--- src/sv/aas_pkg.sv ---
`timescale 1ns / 1ps
`default_nettype none
// ----------------------------------------------------------------------------
// ADC average sequencer package
// Shared constants, channel codes and the command record passed from the
// sequencer front end to the result back end.
// ----------------------------------------------------------------------------
package aas_pkg;

	localparam int SAMPLES_PER_MEASURE = 4;
	localparam int SAMPLE_BITS         = 12;

	localparam int SAMPLE_W = 12;
	localparam int SUM_W    = 16;
	localparam int CNT_W    = 5;
	localparam int MV_W     = 15;
	localparam int MA_W     = 16;
	localparam int PW_W     = 20;

	localparam logic [2:0] REQ_V = 3'b001;
	localparam logic [2:0] REQ_I = 3'b010;
	localparam logic [2:0] REQ_D = 3'b100;

	localparam logic [1:0] CH_NONE    = 2'd0;
	localparam logic [1:0] CH_VOLTAGE = 2'd1;
	localparam logic [1:0] CH_CURRENT = 2'd2;

	localparam logic [2:0] VOLT_SCALE     = 3'd5;
	localparam logic [3:0] CUR_SCALE_LOW  = 4'd5;
	localparam logic [3:0] CUR_SCALE_HIGH = 4'd10;

	localparam logic [MV_W-1:0] MV_MAX = {MV_W{1'b1}};
	localparam logic [MA_W-1:0] MA_MAX = {MA_W{1'b1}};
	localparam logic [PW_W-1:0] PW_MAX = {PW_W{1'b1}};

	// Divide by 1000 as a shift by 3 and a reciprocal multiply by 1/125
	localparam int PROD_W       = MV_W + MA_W;
	localparam int DIV_SHIFT    = 3;
	localparam int Y_W          = PROD_W - DIV_SHIFT;
	localparam int DIV_ODD      = 125;
	localparam int RECIP_W      = 22;
	localparam int RECIP_SHIFT  = Y_W;
	localparam logic [RECIP_W-1:0] RECIP_MUL =
		RECIP_W'((64'd1 << RECIP_SHIFT) / DIV_ODD);
	localparam int RPROD_W      = Y_W + RECIP_W;
	localparam int QUOT_W       = RPROD_W - RECIP_SHIFT;

	localparam logic [3:0] CFG_ADDR_RANGE = 4'd0;

	typedef struct packed {
		logic [1:0]       select_channel;
		logic             start_conversion;
		logic             done_res;
		logic [SUM_W-1:0] voltage_sum;
		logic [SUM_W-1:0] current_sum;
		logic             range_high;
	} cmd_t;

endpackage
`default_nettype wire

--- src/sv/aas_front.sv ---
`timescale 1ns / 1ps
`default_nettype none
// ----------------------------------------------------------------------------
// ADC average sequencer front end
// Runs the tick sequencer: latches requests, selects channels, counts
// conversions, accumulates sums and emits one command per tick.
// ----------------------------------------------------------------------------
module aas_front (
	input  wire                          clk,
	input  wire                          arst_n,
	input  wire                          accept,
	input  wire                          request_voltage,
	input  wire                          request_current,
	input  wire                          request_disconnect,
	input  wire [aas_pkg::SAMPLE_W-1:0]  adc_sample,
	input  wire                          range_high,
	output aas_pkg::cmd_t                cmd
);

	typedef enum logic [5:0] {
		ST_IDLE     = 6'b000001,
		ST_DISPATCH = 6'b000010,
		ST_SEL_V    = 6'b000100,
		ST_RUN_V    = 6'b001000,
		ST_SEL_I    = 6'b010000,
		ST_RUN_I    = 6'b100000
	} seq_state_t;

	seq_state_t                  state_q, state_n;
	logic [2:0]                  pend_q, pend_n;
	logic [aas_pkg::CNT_W-1:0]   cnt_q, cnt_n;
	logic [aas_pkg::SUM_W-1:0]   vsum_q, vsum_n;
	logic [aas_pkg::SUM_W-1:0]   isum_q, isum_n;
	logic [aas_pkg::SUM_W-1:0]   sample;
	logic [2:0]                  req;
	logic                        take;

	assign sample = aas_pkg::SUM_W'(adc_sample[aas_pkg::SAMPLE_BITS-1:0]);
	assign req    = {request_disconnect, request_current, request_voltage};
	assign take   = cnt_q < aas_pkg::CNT_W'(aas_pkg::SAMPLES_PER_MEASURE);

	always_comb begin
		state_n = state_q;
		pend_n  = pend_q;
		cnt_n   = cnt_q;
		vsum_n  = vsum_q;
		isum_n  = isum_q;
		cmd.select_channel   = aas_pkg::CH_NONE;
		cmd.start_conversion = 1'b0;
		cmd.done_res         = 1'b0;
		cmd.voltage_sum      = vsum_q;
		cmd.current_sum      = isum_q;
		cmd.range_high       = range_high;
		case (state_q)
			ST_IDLE: begin
				pend_n = req;
				if (req != 3'b000)
					state_n = ST_DISPATCH;
			end
			ST_DISPATCH: begin
				if ((pend_q & (aas_pkg::REQ_V | aas_pkg::REQ_D)) == aas_pkg::REQ_V) begin
					pend_n  = pend_q & ~(aas_pkg::REQ_V | aas_pkg::REQ_D);
					vsum_n  = '0;
					state_n = ST_SEL_V;
				end else if ((pend_q & aas_pkg::REQ_I) != 3'b000) begin
					pend_n  = pend_q & ~aas_pkg::REQ_I;
					isum_n  = '0;
					state_n = ST_SEL_I;
				end else begin
					cmd.done_res = 1'b1;
					state_n      = ST_IDLE;
				end
			end
			ST_SEL_V: begin
				cmd.select_channel = aas_pkg::CH_VOLTAGE;
				cnt_n   = aas_pkg::CNT_W'(aas_pkg::SAMPLES_PER_MEASURE);
				state_n = ST_RUN_V;
			end
			ST_RUN_V: begin
				if (take)
					vsum_n = vsum_q + sample;
				if (cnt_q != '0) begin
					cmd.start_conversion = 1'b1;
					cnt_n = cnt_q - 1'b1;
				end else begin
					state_n = ST_DISPATCH;
				end
			end
			ST_SEL_I: begin
				cmd.select_channel = aas_pkg::CH_CURRENT;
				cnt_n   = aas_pkg::CNT_W'(aas_pkg::SAMPLES_PER_MEASURE);
				state_n = ST_RUN_I;
			end
			ST_RUN_I: begin
				if (take)
					isum_n = isum_q + sample;
				if (cnt_q != '0) begin
					cmd.start_conversion = 1'b1;
					cnt_n = cnt_q - 1'b1;
				end else begin
					state_n = ST_DISPATCH;
				end
			end
			default: begin
				state_n = ST_IDLE;
			end
		endcase
	end

	always_ff @(posedge clk or negedge arst_n) begin
		if (!arst_n) begin
			state_q <= ST_IDLE;
			pend_q  <= '0;
			cnt_q   <= '0;
			vsum_q  <= '0;
			isum_q  <= '0;
		end else if (accept) begin
			state_q <= state_n;
			pend_q  <= pend_n;
			cnt_q   <= cnt_n;
			vsum_q  <= vsum_n;
			isum_q  <= isum_n;
		end
	end

endmodule
`default_nettype wire

--- src/sv/aas_queue.sv ---
`timescale 1ns / 1ps
`default_nettype none
// ----------------------------------------------------------------------------
// ADC average sequencer command queue
// Two-entry queue of commands between the front end and the back end.
// ----------------------------------------------------------------------------
module aas_queue (
	input  wire            clk,
	input  wire            arst_n,
	input  wire            wr_en,
	input  aas_pkg::cmd_t  wr_data,
	output logic           full,
	input  wire            rd_en,
	output aas_pkg::cmd_t  rd_data,
	output logic           empty
);

	aas_pkg::cmd_t mem_q [2];
	logic          wr_ptr_q;
	logic          rd_ptr_q;
	logic [1:0]    count_q;

	assign full    = count_q == 2'd2;
	assign empty   = count_q == 2'd0;
	assign rd_data = mem_q[rd_ptr_q];

	always_ff @(posedge clk) begin
		if (wr_en)
			mem_q[wr_ptr_q] <= wr_data;
	end

	always_ff @(posedge clk or negedge arst_n) begin
		if (!arst_n) begin
			wr_ptr_q <= 1'b0;
			rd_ptr_q <= 1'b0;
			count_q  <= 2'd0;
		end else begin
			if (wr_en)
				wr_ptr_q <= ~wr_ptr_q;
			if (rd_en)
				rd_ptr_q <= ~rd_ptr_q;
			case ({wr_en, rd_en})
				2'b10:   count_q <= count_q + 2'd1;
				2'b01:   count_q <= count_q - 2'd1;
				default: count_q <= count_q;
			endcase
		end
	end

endmodule
`default_nettype wire

--- src/sv/aas_back.sv ---
`timescale 1ns / 1ps
`default_nettype none
// ----------------------------------------------------------------------------
// ADC average sequencer back end
// Takes commands from the queue, scales the averages, forms the power
// over several cycles and holds each result transaction until popped.
// ----------------------------------------------------------------------------
module aas_back (
	input  wire                         clk,
	input  wire                         arst_n,
	input  aas_pkg::cmd_t               cmd,
	input  wire                         cmd_empty,
	output logic                        cmd_pop,
	input  wire                         pop,
	output logic                        empty,
	output logic [1:0]                  select_channel,
	output logic                        start_conversion,
	output logic                        done_res,
	output logic [aas_pkg::MV_W-1:0]    voltage_mv,
	output logic [aas_pkg::MA_W-1:0]    current_ma,
	output logic [aas_pkg::PW_W-1:0]    power_mw
);

	typedef enum logic [4:0] {
		B_IDLE  = 5'b00001,
		B_SCALE = 5'b00010,
		B_MUL   = 5'b00100,
		B_RECIP = 5'b01000,
		B_FIX   = 5'b10000
	} back_state_t;

	back_state_t                   state_q;
	aas_pkg::cmd_t                 cmd_q;
	logic [aas_pkg::MV_W-1:0]      mv_q;
	logic [aas_pkg::MA_W-1:0]      ma_q;
	logic [aas_pkg::PROD_W-1:0]    prod_q;
	logic [aas_pkg::Y_W-1:0]       y_q;
	logic [aas_pkg::RPROD_W-1:0]   rprod_q;
	logic                          out_valid_q;
	logic [1:0]                    sel_q;
	logic                          start_q;
	logic                          done_q;
	logic [aas_pkg::MV_W-1:0]      mv_out_q;
	logic [aas_pkg::MA_W-1:0]      ma_out_q;
	logic [aas_pkg::PW_W-1:0]      pw_out_q;

	logic                          out_free;
	logic [aas_pkg::SUM_W-1:0]     vavg;
	logic [aas_pkg::SUM_W-1:0]     iavg;
	logic [aas_pkg::SUM_W+2:0]     mv_full;
	logic [aas_pkg::SUM_W+3:0]     ma_full;
	logic [3:0]                    cur_scale;
	logic [aas_pkg::QUOT_W-1:0]    quot0;
	logic [aas_pkg::Y_W-1:0]       rem;
	logic [aas_pkg::QUOT_W-1:0]    quot;

	assign out_free = !out_valid_q || pop;
	assign cmd_pop  = (state_q == B_IDLE) && !cmd_empty && out_free;

	assign vavg      = aas_pkg::SUM_W'(cmd_q.voltage_sum / aas_pkg::SAMPLES_PER_MEASURE);
	assign iavg      = aas_pkg::SUM_W'(cmd_q.current_sum / aas_pkg::SAMPLES_PER_MEASURE);
	assign cur_scale = cmd_q.range_high ? aas_pkg::CUR_SCALE_HIGH : aas_pkg::CUR_SCALE_LOW;
	assign mv_full   = (aas_pkg::SUM_W+3)'(vavg) * (aas_pkg::SUM_W+3)'(aas_pkg::VOLT_SCALE);
	assign ma_full   = (aas_pkg::SUM_W+4)'(iavg) * (aas_pkg::SUM_W+4)'(cur_scale);

	assign quot0 = rprod_q[aas_pkg::RPROD_W-1:aas_pkg::RECIP_SHIFT];
	assign rem   = y_q - aas_pkg::Y_W'(quot0) * aas_pkg::Y_W'(aas_pkg::DIV_ODD);
	assign quot  = (rem >= aas_pkg::Y_W'(aas_pkg::DIV_ODD)) ? quot0 + 1'b1 : quot0;

	assign empty            = !out_valid_q;
	assign select_channel   = sel_q;
	assign start_conversion = start_q;
	assign done_res         = done_q;
	assign voltage_mv       = mv_out_q;
	assign current_ma       = ma_out_q;
	assign power_mw         = pw_out_q;

	always_ff @(posedge clk) begin
		case (state_q)
			B_IDLE: begin
				cmd_q <= cmd;
			end
			B_SCALE: begin
				mv_q <= (mv_full > (aas_pkg::SUM_W+3)'(aas_pkg::MV_MAX)) ?
					aas_pkg::MV_MAX : aas_pkg::MV_W'(mv_full);
				ma_q <= (ma_full > (aas_pkg::SUM_W+4)'(aas_pkg::MA_MAX)) ?
					aas_pkg::MA_MAX : aas_pkg::MA_W'(ma_full);
			end
			B_MUL: begin
				prod_q <= aas_pkg::PROD_W'(mv_q) * aas_pkg::PROD_W'(ma_q);
			end
			B_RECIP: begin
				y_q     <= prod_q[aas_pkg::PROD_W-1:aas_pkg::DIV_SHIFT];
				rprod_q <= aas_pkg::RPROD_W'(prod_q[aas_pkg::PROD_W-1:aas_pkg::DIV_SHIFT])
					* aas_pkg::RPROD_W'(aas_pkg::RECIP_MUL);
			end
			default: begin
				cmd_q <= cmd_q;
			end
		endcase
	end

	always_ff @(posedge clk or negedge arst_n) begin
		if (!arst_n) begin
			state_q     <= B_IDLE;
			out_valid_q <= 1'b0;
			sel_q       <= '0;
			start_q     <= 1'b0;
			done_q      <= 1'b0;
			mv_out_q    <= '0;
			ma_out_q    <= '0;
			pw_out_q    <= '0;
		end else begin
			if (pop && out_valid_q && !(cmd_pop && !cmd.done_res))
				out_valid_q <= 1'b0;
			case (state_q)
				B_IDLE: begin
					if (cmd_pop) begin
						if (cmd.done_res) begin
							state_q <= B_SCALE;
						end else begin
							out_valid_q <= 1'b1;
							sel_q       <= cmd.select_channel;
							start_q     <= cmd.start_conversion;
							done_q      <= 1'b0;
							mv_out_q    <= '0;
							ma_out_q    <= '0;
							pw_out_q    <= '0;
						end
					end
				end
				B_SCALE: state_q <= B_MUL;
				B_MUL:   state_q <= B_RECIP;
				B_RECIP: state_q <= B_FIX;
				B_FIX: begin
					out_valid_q <= 1'b1;
					sel_q       <= aas_pkg::CH_NONE;
					start_q     <= 1'b0;
					done_q      <= 1'b1;
					mv_out_q    <= mv_q;
					ma_out_q    <= ma_q;
					pw_out_q    <= (quot > aas_pkg::QUOT_W'(aas_pkg::PW_MAX)) ?
						aas_pkg::PW_MAX : aas_pkg::PW_W'(quot);
					state_q     <= B_IDLE;
				end
				default: state_q <= B_IDLE;
			endcase
		end
	end

endmodule
`default_nettype wire

--- src/sv/adc_average_sequencer_core.sv ---
`timescale 1ns / 1ps
`default_nettype none
// Path: a plain tick's transaction is registered onto the result port when the
//   back end pops it from the queue; a done tick's passes through queue pop, scale,
//   multiply, reciprocal multiply and correction in the back end.
// Throughput: one tick per cycle while the queue is not full; the back end pops
//   no command while its multi-cycle power unit works on a done tick.
// Reset: arst_n clears the sequencer to idle, all sums and the range bit to 0.
// ----------------------------------------------------------------------------
// ADC average sequencer core
// Tick-driven ADC averaging sequencer with queue-style ports and an APB-style
// configuration register for the current range.
// ----------------------------------------------------------------------------
module adc_average_sequencer_core (
	input  wire                         clk,
	input  wire                         arst_n,
	input  wire                         psel,
	input  wire                         penable,
	input  wire                         pwrite,
	input  wire [3:0]                   paddr,
	input  wire [31:0]                  pwdata,
	output logic [31:0]                 prdata,
	output logic                        pready,
	input  wire                         push,
	output logic                        full,
	input  wire                         request_voltage,
	input  wire                         request_current,
	input  wire                         request_disconnect,
	input  wire [aas_pkg::SAMPLE_W-1:0] adc_sample,
	output logic                        empty,
	input  wire                         pop,
	output logic [1:0]                  select_channel,
	output logic                        start_conversion,
	output logic                        done_res,
	output logic [aas_pkg::MV_W-1:0]    voltage_mv,
	output logic [aas_pkg::MA_W-1:0]    current_ma,
	output logic [aas_pkg::PW_W-1:0]    power_mw
);

	logic          range_high_q;
	logic          accept;
	logic          q_empty;
	logic          q_pop;
	aas_pkg::cmd_t front_cmd;
	aas_pkg::cmd_t back_cmd;

	assign pready = 1'b1;
	assign prdata = (paddr == aas_pkg::CFG_ADDR_RANGE) ? 32'(range_high_q) : 32'd0;

	always_ff @(posedge clk or negedge arst_n) begin
		if (!arst_n)
			range_high_q <= 1'b0;
		else if (psel && penable && pwrite && pready && paddr == aas_pkg::CFG_ADDR_RANGE)
			range_high_q <= pwdata[0];
	end

	assign accept = push && !full;

	aas_front u_front (
		.clk                (clk),
		.arst_n             (arst_n),
		.accept             (accept),
		.request_voltage    (request_voltage),
		.request_current    (request_current),
		.request_disconnect (request_disconnect),
		.adc_sample         (adc_sample),
		.range_high         (range_high_q),
		.cmd                (front_cmd)
	);

	aas_queue u_queue (
		.clk     (clk),
		.arst_n  (arst_n),
		.wr_en   (accept),
		.wr_data (front_cmd),
		.full    (full),
		.rd_en   (q_pop),
		.rd_data (back_cmd),
		.empty   (q_empty)
	);

	aas_back u_back (
		.clk              (clk),
		.arst_n           (arst_n),
		.cmd              (back_cmd),
		.cmd_empty        (q_empty),
		.cmd_pop          (q_pop),
		.pop              (pop),
		.empty            (empty),
		.select_channel   (select_channel),
		.start_conversion (start_conversion),
		.done_res         (done_res),
		.voltage_mv       (voltage_mv),
		.current_ma       (current_ma),
		.power_mw         (power_mw)
	);

	a_done_quiet: assert property (@(posedge clk) disable iff (!arst_n)
		(!empty && done_res) |-> (select_channel == aas_pkg::CH_NONE && !start_conversion))
		else $error("done transaction carries a channel select or start");

	a_plain_zero: assert property (@(posedge clk) disable iff (!arst_n)
		(!empty && !done_res) |-> (voltage_mv == '0 && current_ma == '0 && power_mw == '0))
		else $error("plain transaction carries measurement values");

	a_select_no_start: assert property (@(posedge clk) disable iff (!arst_n)
		(!empty && select_channel != aas_pkg::CH_NONE) |-> !start_conversion)
		else $error("channel select and conversion start in one transaction");

	a_power_bound: assert property (@(posedge clk) disable iff (!arst_n)
		(!empty && done_res) |-> (power_mw <= 20'd838451))
		else $error("power beyond product of saturated voltage and current");

endmodule
`default_nettype wire
--- config.mk ---
export PLATFORM = sky130hd
export DESIGN_NAME = adc_average_sequencer_core
export DESIGN_NICKNAME = d
export VERILOG_FILES = /design/src/sv/aas_pkg.sv /design/src/sv/aas_front.sv /design/src/sv/aas_queue.sv /design/src/sv/aas_back.sv /design/src/sv/adc_average_sequencer_core.sv
export SDC_FILE = /design/constraint.sdc
export NUM_CORES = 2
export LEC_CHECK = 0
export ABC_AREA = 1
export BUFFER_PORTS_ARGS = -buffer_cell sky130_fd_sc_hd__buf_2
export CAP_MARGIN = 20
export CELL_PAD_IN_SITES_DETAIL_PLACEMENT = 1
export CELL_PAD_IN_SITES_GLOBAL_PLACEMENT = 2
export CORE_ASPECT_RATIO = 2
export CORE_MARGIN = 5
export CORE_UTILIZATION = 40
export DETAILED_ROUTE_END_ITERATION = 7
export PLACE_DENSITY_LB_ADDON = 0.1
export SYNTH_ARGS = -nofsm -noshare
export SYNTH_HDL_FRONTEND = slang
export SYNTH_SLANG_ARGS = --single-unit
--- constraint.sdc ---
create_clock -name clk -period 7 [get_ports clk]
set_input_delay 0.7 -clock clk [delete_from_list [all_inputs] [get_ports clk]]
set_output_delay 0.7 -clock clk [all_outputs]
set_load 0.03 [all_outputs]
==> out/metrics.cfg <==
[synth]
synthFlopType=edfxtp_1
netlist_instances=4486
synth_top_family_by_area=adder cells
synth_cell_types=60
ys_warn_count=0
synth_edf_count=204
synth.area.mux_share_pct=0.0257
synth-simple-area-share_pct=14.3
synth_compound_area_share_pct=6.48
avgSynthCellArea_um2=8.67
synth_area_um2=38900
synth_adder_area_share_pct=41.1
synth-xor-area-share_pct=2.39
seq_area_frac_synth_pct=23.0
async_flop_share_pct=35.4
ys_seq_elements=316

[critical_path]
r2r_slack_ns=0.34
worstPathMaxFanout=7
critical_path.slowest_cell=edfxtp_1
r2r-end=u_back.rprod_q[45]$_DFFE_PP_
reg2reg_depth=19
path_cells=ha_1 > ha_1 > inv_1 > fa_1 > inv_1 > fa_1 > inv_1 > fa_1 > inv_1 > fa_1 > fa_1 > ha_1 > a21oi_1 > o21a_1 > o221ai_1 > a221oi_1 > o311ai_0 > buf_4 > xor2_1
cpMostUsedCell=fa_1
rr_startpoint=u_back.prod_q[17]$_DFFE_PN_
path_delay_family=adder cells
critical-path-max-stage-delay_ns=0.65
cp.required_ns=7.29
end_kind=flop
critPathKind=flop to flop
path_buf_inv=5
critPathArrivalTime_ns=6.95
worst_setup_path_start_kind=flop
cp_num_cells=19

[outcome]
status=finished, final reports clean

[die]
die_width_um=230
fp.dieH_um=451
fp-row-count=161
core_um2=96500
initial_utilization_pct=40.3
die_area_um2=104000
pin_count=148

[detailed_routing]
via_count=29323
wl_met1_mm=35.8
wl_mm=123
drt-vias-per-instance=4.98
wl_met3_mm=2.29
drc=0
drtPass1Iterations=5
dr.max_layer_used=met4
post_drt_wl_per_cell_um=20.9
ant_nets=0
drtIter0Drc=759
dr_wl_met2_mm=76.2

[clocking]
cts_resized=0
cts_made_buffers=35
cts.sink_count=316
postCtsSetupBuffers=0
clock_latency_ns=0.57
h-tree-depth=2
clk_pin_slew_ns=0.07
cts_buffer_depth=3
cts_hold_repair.buffers=0
cts_tree=done
cts-root-buf=clkbuf_16

[sta]
hold_viol=0
fin_skew_ns=0.0203
max-slew-margin-rel_pct=26.5
finalCritPeriodShare_pct=95.2
fin_tns_setup_ns=0
tightest_slew_ns=1.10
max_freq_mhz=150
period_needed_ns=6.66
rsz0062_at_grt=false
setup_violations=0
holdWs_ns=0.128
maxSlewViolCount=0
final.setup.worst_slack_ns=0.337

[final_layout]
drive_gt1_share_pct=6.99
fill_cells=11378
final_common_cell=inv_1
diodes=0
layout_common_cells=inv_1 (1130), nand2_1 (962), ha_1 (545)
final-instance-count-excl-fill=5883
synthToLayoutAreaGrowth_pct=9.31
nNetsFinal=5695

[grt]
grt_max_degree=67
grt_overflow_total=0
grt_pass1_vias=33901
track_usage_pct=23.9
grt_pass1_wl_mm=190
antenna_found_initial=0

[job]
maxCapViolations=0

[placed_design]
place.gp.congestion=0.891
io_buffers=84
dp_slack_ns=0.347
dp_hpwl_mm=108
place_inst=5818

[min_path]
worstHoldPathType=primary input to async pin

## metal layers
metal	GRT usage [%]	vias to the layer above
met5	0	-
met4	12.9	0
met3	2.04	230
met2	53.1	346
met1	19.4	14733
li1	-	14014
## worst max path at each step
stage	startpoint	slack, ns	endpoint
floorplan	u_back.mv_q[3]$_SDFFCE_PN1P_	1.16	u_back.prod_q[26]$_DFFE_PN_
detailed placement	u_back.prod_q[17]$_DFFE_PN_	0.35	u_back.rprod_q[45]$_DFFE_PP_
finish	u_back.prod_q[17]$_DFFE_PN_	0.34	u_back.rprod_q[45]$_DFFE_PP_
global route	u_back.prod_q[13]$_DFFE_PN_	0.14	u_back.rprod_q[48]$_DFFE_PP_
CTS	u_back.prod_q[17]$_DFFE_PN_	0.33	u_back.rprod_q[45]$_DFFE_PP_
global placement	u_back.prod_q[18]$_DFFE_PN_	0.46	u_back.rprod_q[45]$_DFFE_PP_
## state kept, by name, indices dropped and copies added (netlist names), 5 cells and up
register / count
u_queue.mem_q: 66
u_back.cmd_q: 29
u_back.prod_q: 28
u_back.y_q: 27
u_back.rprod_q: 23
u_back.power_mw: 20
u_back.current_ma: 16
u_back.ma_q: 16
u_front.isum_q: 16
u_front.vsum_q: 16
u_back.mv_q: 15
u_back.voltage_mv: 15
u_front.state_q: 6
u_back.state_q: 5
u_front.cnt_q: 5
## logic make-up (layout without fill, tap and decap cells)
kind of cell / count (synthesis) / after routing
adders and majority gates: 1003 / 1003
buffers and inverters: 1271 / 1413
and+or+nand+nor: 1363 / 1363
xor gates and xnor gates: 106 / 106
DFF: 316 / 316
muxes: 1 / 1
other: 2 / 35
AOI/OAI and AO/OA: 424 / 424
## synth_stat cells (10+ instances only)
cell type | count | area share (%)
a21o_1 | 10 | 0.19
a21oi_1 | 159 | 2.0
a22o_1 | 32 | 0.72
a31oi_1 | 20 | 0.32
buf_4 | 34 | 0.66
clkbuf_1 | 94 | 0.91
dfrtp_1 | 110 | 7.1
edfxtp_1 | 204 | 16
fa_1 | 458 | 24
ha_1 | 545 | 18
inv_1 | 1130 | 11
nand2_1 | 962 | 9.3
nand2_2 | 10 | 0.16
nand3_1 | 80 | 1.0
nand4_1 | 32 | 0.51
nor2_1 | 197 | 1.9
nor3_1 | 34 | 0.44
nor4_1 | 11 | 0.18
o21a_1 | 11 | 0.21
o21ai_0 | 114 | 1.5
o21ai_1 | 16 | 0.21
o21bai_1 | 11 | 0.21
xnor2_1 | 35 | 0.79
xor2_1 | 71 | 1.6
## stage by stage
step | cell area [µm²] | utilization (%)
global placement | 41300 | 42.8
floorplan | 39000 | -
finish | 42500 | 44.0
detailed placement | 41300 | 42.8
global route | 42500 | 44.0
CTS | 42500 | 44.0
## area by class of cell
cell class / count / area [µm²] / share of cell area, %
clock inverters: 17 / 146 / 0.344
flip-flops and latches: 316 / 8930 / 21.0
well taps: 1222 / 1530 / 3.60
repair buffers: 214 / 1430 / 3.36
inverters: 1135 / 4260 / 10.0
multi-input cells: 2932 / 25200 / 59.2
clock buffers: 47 / 1030 / 2.41
Power is not shown: default switching activity piles up to over one toggle a cycle in this logic, so the estimate is an artifact.
